## config.mk

```make
export PLATFORM = sky130hd
export DESIGN_NAME = rbst_queue
export DESIGN_NICKNAME = d
export VERILOG_FILES = /design/src/rbst_pkg.sv /design/src/rbst_queue.sv
export SDC_FILE = /design/constraint.sdc
export NUM_CORES = 1
export LEC_CHECK = 0
export BUFFER_PORTS_ARGS = -buffer_cell sky130_fd_sc_hd__buf_2
export CAP_MARGIN = 20
export CORE_ASPECT_RATIO = 0.7
export CORE_MARGIN = 3
export CORE_UTILIZATION = 57
export DETAILED_ROUTE_END_ITERATION = 8
export PLACE_DENSITY = 0.79
export SYNTH_ARGS = -nofsm -noshare
export SYNTH_HDL_FRONTEND = slang
export SYNTH_SLANG_ARGS = --single-unit
```

## constraint.sdc

```tcl
create_clock -name aclk -period 6.2 [get_ports aclk]
set_input_delay 0.62 -clock aclk [delete_from_list [all_inputs] [get_ports aclk]]
set_output_delay 0.62 -clock aclk [all_outputs]
set_load 0.02 [all_outputs]
```

## src/rbst_pkg.sv

```systemverilog
// ============================================================================
// Ray/box slab test package
// Shared types, constants and saturation helpers for the slab test core.
// ============================================================================
package rbst_pkg;

    // Signed Q16.16 value.
    typedef logic signed [31:0] q16_t;

    // One ray word on the input channel.
    typedef struct packed {
        q16_t origin_x;
        q16_t origin_y;
        q16_t origin_z;
        q16_t dir_x;
        q16_t dir_y;
        q16_t dir_z;
    } ray_t;

    // One result word on the output channel.
    typedef struct packed {
        logic hit;
        q16_t t_near;
        q16_t t_far;
    } result_t;

    // Word handed from the reciprocal front to the slab back end.
    typedef struct packed {
        q16_t [2:0] org;
        q16_t [2:0] inv;
    } qitem_t;

    // Queue status seen by both sides of the queue.
    typedef struct packed {
        logic full;
        logic empty;
    } qstat_t;

    // Configuration register indexes.
    localparam int CFG_IDX_W = 3;
    localparam logic [CFG_IDX_W-1:0] REG_BOX_MIN_X = 3'd0;
    localparam logic [CFG_IDX_W-1:0] REG_BOX_MIN_Y = 3'd1;
    localparam logic [CFG_IDX_W-1:0] REG_BOX_MIN_Z = 3'd2;
    localparam logic [CFG_IDX_W-1:0] REG_BOX_MAX_X = 3'd3;
    localparam logic [CFG_IDX_W-1:0] REG_BOX_MAX_Y = 3'd4;
    localparam logic [CFG_IDX_W-1:0] REG_BOX_MAX_Z = 3'd5;

    // Reciprocal divider: one quotient bit per stage for 2^32 / |d|.
    localparam int RECIP_STEPS = 33;
    // Magnitude stage, the quotient steps and the final saturation stage.
    localparam int RECIP_LAT   = RECIP_STEPS + 2;

    localparam q16_t Q_MAX = 32'sh7FFF_FFFF;
    localparam q16_t Q_MIN = 32'sh8000_0000;

    // Saturate a 33-bit signed difference to Q16.16.
    function automatic q16_t sat33(input logic signed [32:0] v);
        q16_t r;
        if (v[32] != v[31]) begin
            r = v[32] ? Q_MIN : Q_MAX;
        end else begin
            r = v[31:0];
        end
        return r;
    endfunction

    // Saturate a 48-bit signed value to Q16.16.
    function automatic q16_t sat48(input logic signed [47:0] v);
        q16_t r;
        if ((v[47:31] != '0) && (v[47:31] != '1)) begin
            r = v[47] ? Q_MIN : Q_MAX;
        end else begin
            r = v[31:0];
        end
        return r;
    endfunction

endpackage

```

## src/rbst_queue.sv

```systemverilog
// ============================================================================
// Decoupling queue
// Small register queue between the reciprocal front and the slab back end.
// ============================================================================
module rbst_queue #(
    parameter int DEPTH = 4
) (
    input  logic             aclk,
    input  logic             aresetn,
    input  logic             push,
    input  rbst_pkg::qitem_t push_data,
    input  logic             pop,
    output rbst_pkg::qitem_t pop_data,
    output rbst_pkg::qstat_t qstat
);
    import rbst_pkg::*;

    localparam int PW = (DEPTH > 1) ? $clog2(DEPTH) : 1;
    localparam int CW = $clog2(DEPTH + 1);

    qitem_t        mem_reg [0:DEPTH-1];
    logic [PW-1:0] wr_ptr_reg;
    logic [PW-1:0] rd_ptr_reg;
    logic [CW-1:0] cnt_reg;

    assign qstat.full  = (cnt_reg == CW'(DEPTH));
    assign qstat.empty = (cnt_reg == '0);
    assign pop_data    = mem_reg[rd_ptr_reg];

    // Storage.
    always_ff @(posedge aclk) begin
        if (push) begin
            mem_reg[wr_ptr_reg] <= push_data;
        end
    end

    // Pointers and fill count.
    always_ff @(posedge aclk) begin
        if (!aresetn) begin
            wr_ptr_reg <= '0;
            rd_ptr_reg <= '0;
            cnt_reg    <= '0;
        end else begin
            if (push) begin
                wr_ptr_reg <= (wr_ptr_reg == PW'(DEPTH - 1)) ? '0 : wr_ptr_reg + 1'b1;
            end
            if (pop) begin
                rd_ptr_reg <= (rd_ptr_reg == PW'(DEPTH - 1)) ? '0 : rd_ptr_reg + 1'b1;
            end
            if (push && !pop) begin
                cnt_reg <= cnt_reg + 1'b1;
            end else if (pop && !push) begin
                cnt_reg <= cnt_reg - 1'b1;
            end
        end
    end

endmodule

```

==> After elaboration in Yosys (flattened, before gate mapping) <==
Memory sizes are Yosys's and may differ from the RTL's. A register that Yosys moved wholly into a read port is not among the register bits.
Index checks and enable logic that the tools add are counted.
{ "op_classes": {"muxes": 8, "n_addsub": 4, "n_reduce_logical": 6, "eq_ne": 3} }
{ "op_table": {"columns": ["op", "n"], "rows": [
  ["$mux W2", 4],
  ["$mux W3", 2],
  ["$add A2 B1 Y2 const B", 2],
  ["$eq A2 B2 Y1 const B", 2],
  ["$add A3 B1 Y3 const B", 1],
  ["$eq A3 B3 Y1 const B", 1],
  ["$logic_not A3 Y1", 1],
  ["$sub A3 B1 Y3 const B", 1],
  ["$logic_and A1 B1 Y1", 2],
  ["$logic_not A1 Y1", 2],
  ["$mux W1", 2],
  ["$reduce_bool A2 Y1", 1]
]} }
{ "totals": {"memories": 1, "output_inout_bits": 194, "inputBits": 196, "regBits": 7, "ram_bits": 768} }
{ "memory_table": {"columns": ["name", "words", "word_bits", "read_ports", "rd_ports_with_merged_regs", "wr", "line", "source"], "rows": [
  ["mem_reg", 4, 192, 1, 1, 1, "rbst_queue.sv:21", "qitem_t mem_reg [0:DEPTH-1];"]
]} }

==> Depth between registers and ports, before layout <==
{ "logic_depth": {"word_depth": 4, "depth_mapped": 7, "mapped_depth_nobuf": 7} }

==> Least setup slack after synthesis <==
No wires, ideal clock.
{ "synth_timing": {"path_type": "input port to flip-flop", "from": "in push", "to": "mem mem_reg[0][0] in the netlist's numbering (enable)", "setup_ps": 575, "stages": 1, "arrival_ps": 4979, "required_ps": 5625, "slack_ps": 646, "cell_sequence": "and2_1"} }
{ "synth_via": {"elab_chain_cells": 2} }
{ "synth_rtl": {"columns": ["element", "line", "source"], "rows": [
  ["from (decl)", "rbst_queue.sv:10", "input logic push,"],
  ["$mux W1", "rbst_queue.sv:32", "if (push) begin"],
  ["$mux W1 (implied by the code)", "rbst_queue.sv:33", "mem_reg[wr_ptr_reg] <= push_data;"],
  ["to (decl)", "rbst_queue.sv:21", null]
]} }
Every way passes these cells.

==> run metrics <==
syn avg cell area 27.09 um^2; Reg clk slew, reported paths 60 ps; outcome completed; TritonCTS Buffers 69; via/cell ratio 5.770; asr flop ratio synth 0; Clock Skew 22.81 ps; # DRC 0; share of cells above drive strength 1 0.4529; Slew @ Worst Pin 1061 ps; antenna viol nets, final 0; Final Setup Violations 0; CTS Buffer Depth 3; initial core utilization 0.5844; Min-Delay Path Depth 1; slowest cell on the critical path dfxtp_4; Total Wirelength 54.26 mm; Post-synth EDFFs 768; FF-to-FF setup slack 3580 ps; I/O Buffers 389; RD Place Congestion 0.7236; vias 12,660; Hold Vio Cnt, Final 0; initial antenna violation count 21; slowest stage delay, CP 910 ps; FF-to-FF path depth 3; Synth top cells by count edfxtp_1 (768), mux4_2 (192), buf_12 (20), buf_2 (18), dfxtp_1 (9); Reg2Reg Capture Point mem_reg[3][44]$_DFFE_PP_; Worst Min Path Start push_data[41]; TritonRoute pass-1 iters 5; power per standard cell area 338.6 nW/um^2; post_cts resized 0; FF+latch count, synth 777; Period minus WS final 3626 ps; Worst EP arrival 3010 ps; top-count cell post-synth edfxtp_1; worst skew pair latency 600 ps; Max-Slew Margin vs Limit 0.2929; fin crit share 0.5849; filler instances 2,873; largest net degree at the start of global routing 131; max reg flops 768; H-tree levels 3; post-route cell area 32,950 um^2; GRT Residual Overflow 0; WP data required 5580 ps; crit start category flop; vias in the first global route 13,400; register area 23,250 um^2; LEAKAGE 10.95 nW; boundary pin count 390; TritonCTS clock tree yes; Max rail drop VDD 0.3135 mV; crit path cell chain buf_12, mux4_2, buf_2; post-synthesis cell count 1,047; CORE AREA 48,540 um^2; maxcap violations 0; RSZ-0062 raised after global routing no; # Post-CTS Setup Buffers 0; first-pass GRT wire length 82.26 mm; Synth top area share 0.8131; area of the multi-input gates 4597 um^2; Die H 192.6 um; Min-Delay Path Class input pin to flop; Final nets 1,681; reg2reg start wr_ptr_reg[0]$_SDFFE_PN0P_; Fmax achieved 275.8 MHz; Die ar. 52,520 um^2; cell taking the most area after synthesis edfxtp_1; Syn. warnings 0; Synth Flop Type edfxtp_1; First DRT Iteration DRCs 939; Die Wd 272.6 um; WS Path Type flop to output port; WHS Endpoint mem_reg[3][41]$_DFFE_PP_; Final Core Density 0.6788; TNS Setup 0 ps; Area contributors post-synth edfxtp_1 (81%), mux4_2 (15%), buf_12 (1.4%); Total GRT Usage 0.2106; Core Rows 67; crit path capture type output port; net count after synthesis 1,250; critical path peak fanout 83; Clock Sinks 777; Root Driver clkbuf_16; Mapped Area 28,360 um^2; placed cell area 30,830 um^2; DP HPWL 32.22 mm; sequential area share after synthesis 0.8194; wire length per cell 24.73 um; hold_buf cts 0; Syn-to-layout area delta 16.16%; WHS 228.6 ps; unique cell type count in the Yosys netlist 23; Slew Limit Fails 0
==> per-layer routing <==
layer | part of all wire | global-route usage | vias to the layer above
met1 | 0.39 | 0.2881 | 6675
met5 | 0.0026 | 0 | -
met4 | 0.019 | 0.05773 | 24
li1 | - | - | 5427
met2 | 0.50 | 0.3301 | 437
met3 | 0.091 | 0.07296 | 96
==> cell type report <==
class,instances,share of cell area
clock inverter,35,0.008355
timing repair buffer,403,0.06532
inverter,4,0.0004557
clock buffer,86,0.05499
multi-input combinational,223,0.1395
antenna,11,0.0008355
sequential,777,0.7057
tap,655,0.02487
==> cells in the final DEF, fill, tap and decap left out, types with 5 or more instances in the layout <==
cell / synthesis / final
dfxtp_1: 9 / 7
buf_4: 1 / 6
edfxtp_1: 768 / 768
clkinv_2: 0 / 8
clkinv_1: 0 / 14
nor2b_1: 5 / 5
clkbuf_16: 0 / 70
ha_1: 6 / 6
clkbuf_1: 3 / 16
mux4_2: 192 / 192
buf_2: 18 / 389
buf_12: 20 / 8
diode_2: 0 / 11
==> power breakdown <==
part	total, mW	leakage (nW)	switching, mW	internal [mW]
logic	1.08	2.81	0.656	0.423
clock network	3.99	1.01	1.78	2.21
registers	6.09	7.13	0.0679	6.02
total	11.2	11.0	2.50	8.66
==> kinds of logic after synthesis <==
kind of cell | Yosys count | synth area share
AND/OR/NAND/NOR | 15 | 0.003176
XOR/XNOR | 2 | 0.0006177
flip-flops | 777 | 0.8194
AO/OA/AOI/OAI | 3 | 0.0007058
multiplexers | 196 | 0.1539
buffers and inverters | 47 | 0.01888
adder cells (fa/ha/maj) | 7 | 0.003352
==> metrics by stage <==
step	setup WS (ps)	total power [mW]	std cells
after floorplan	645.6	6.930	1047
after global placement	3099	7.256	2062
after detailed placement	3079	7.293	2062
after CTS	2406	11.27	2183
after global routing	2276	11.55	2190
final	2574	11.16	2194
==> how the worst max path moves through the flow <==
| stage | depth (start not counted) | slack [ps] | endpoint | startpoint |
|---|---|---|---|---|
| after floorplan | 1 | 650 | mem_reg[0][0]$_DFFE_PP_ | push |
| after global placement | 3 | 3100 | pop_data[90] | flop |
| after detailed placement | 3 | 3080 | pop_data[11] | flop |
| after CTS | 3 | 2410 | pop_data[11] | flop |
| after global routing | 3 | 2280 | pop_data[11] | flop |
| final | 3 | 2570 | pop_data[11] | flop |
==> critical path: cells and delay by family (launching register included) <==
| kind | cells | cell delay, ps |
|---|---|---|
| buffers and inverters | 2 | 720 |
| flip-flops | 1 | 910 |
| multiplexers | 1 | 630 |
Note: power is estimated with default switching activity, not from simulation.
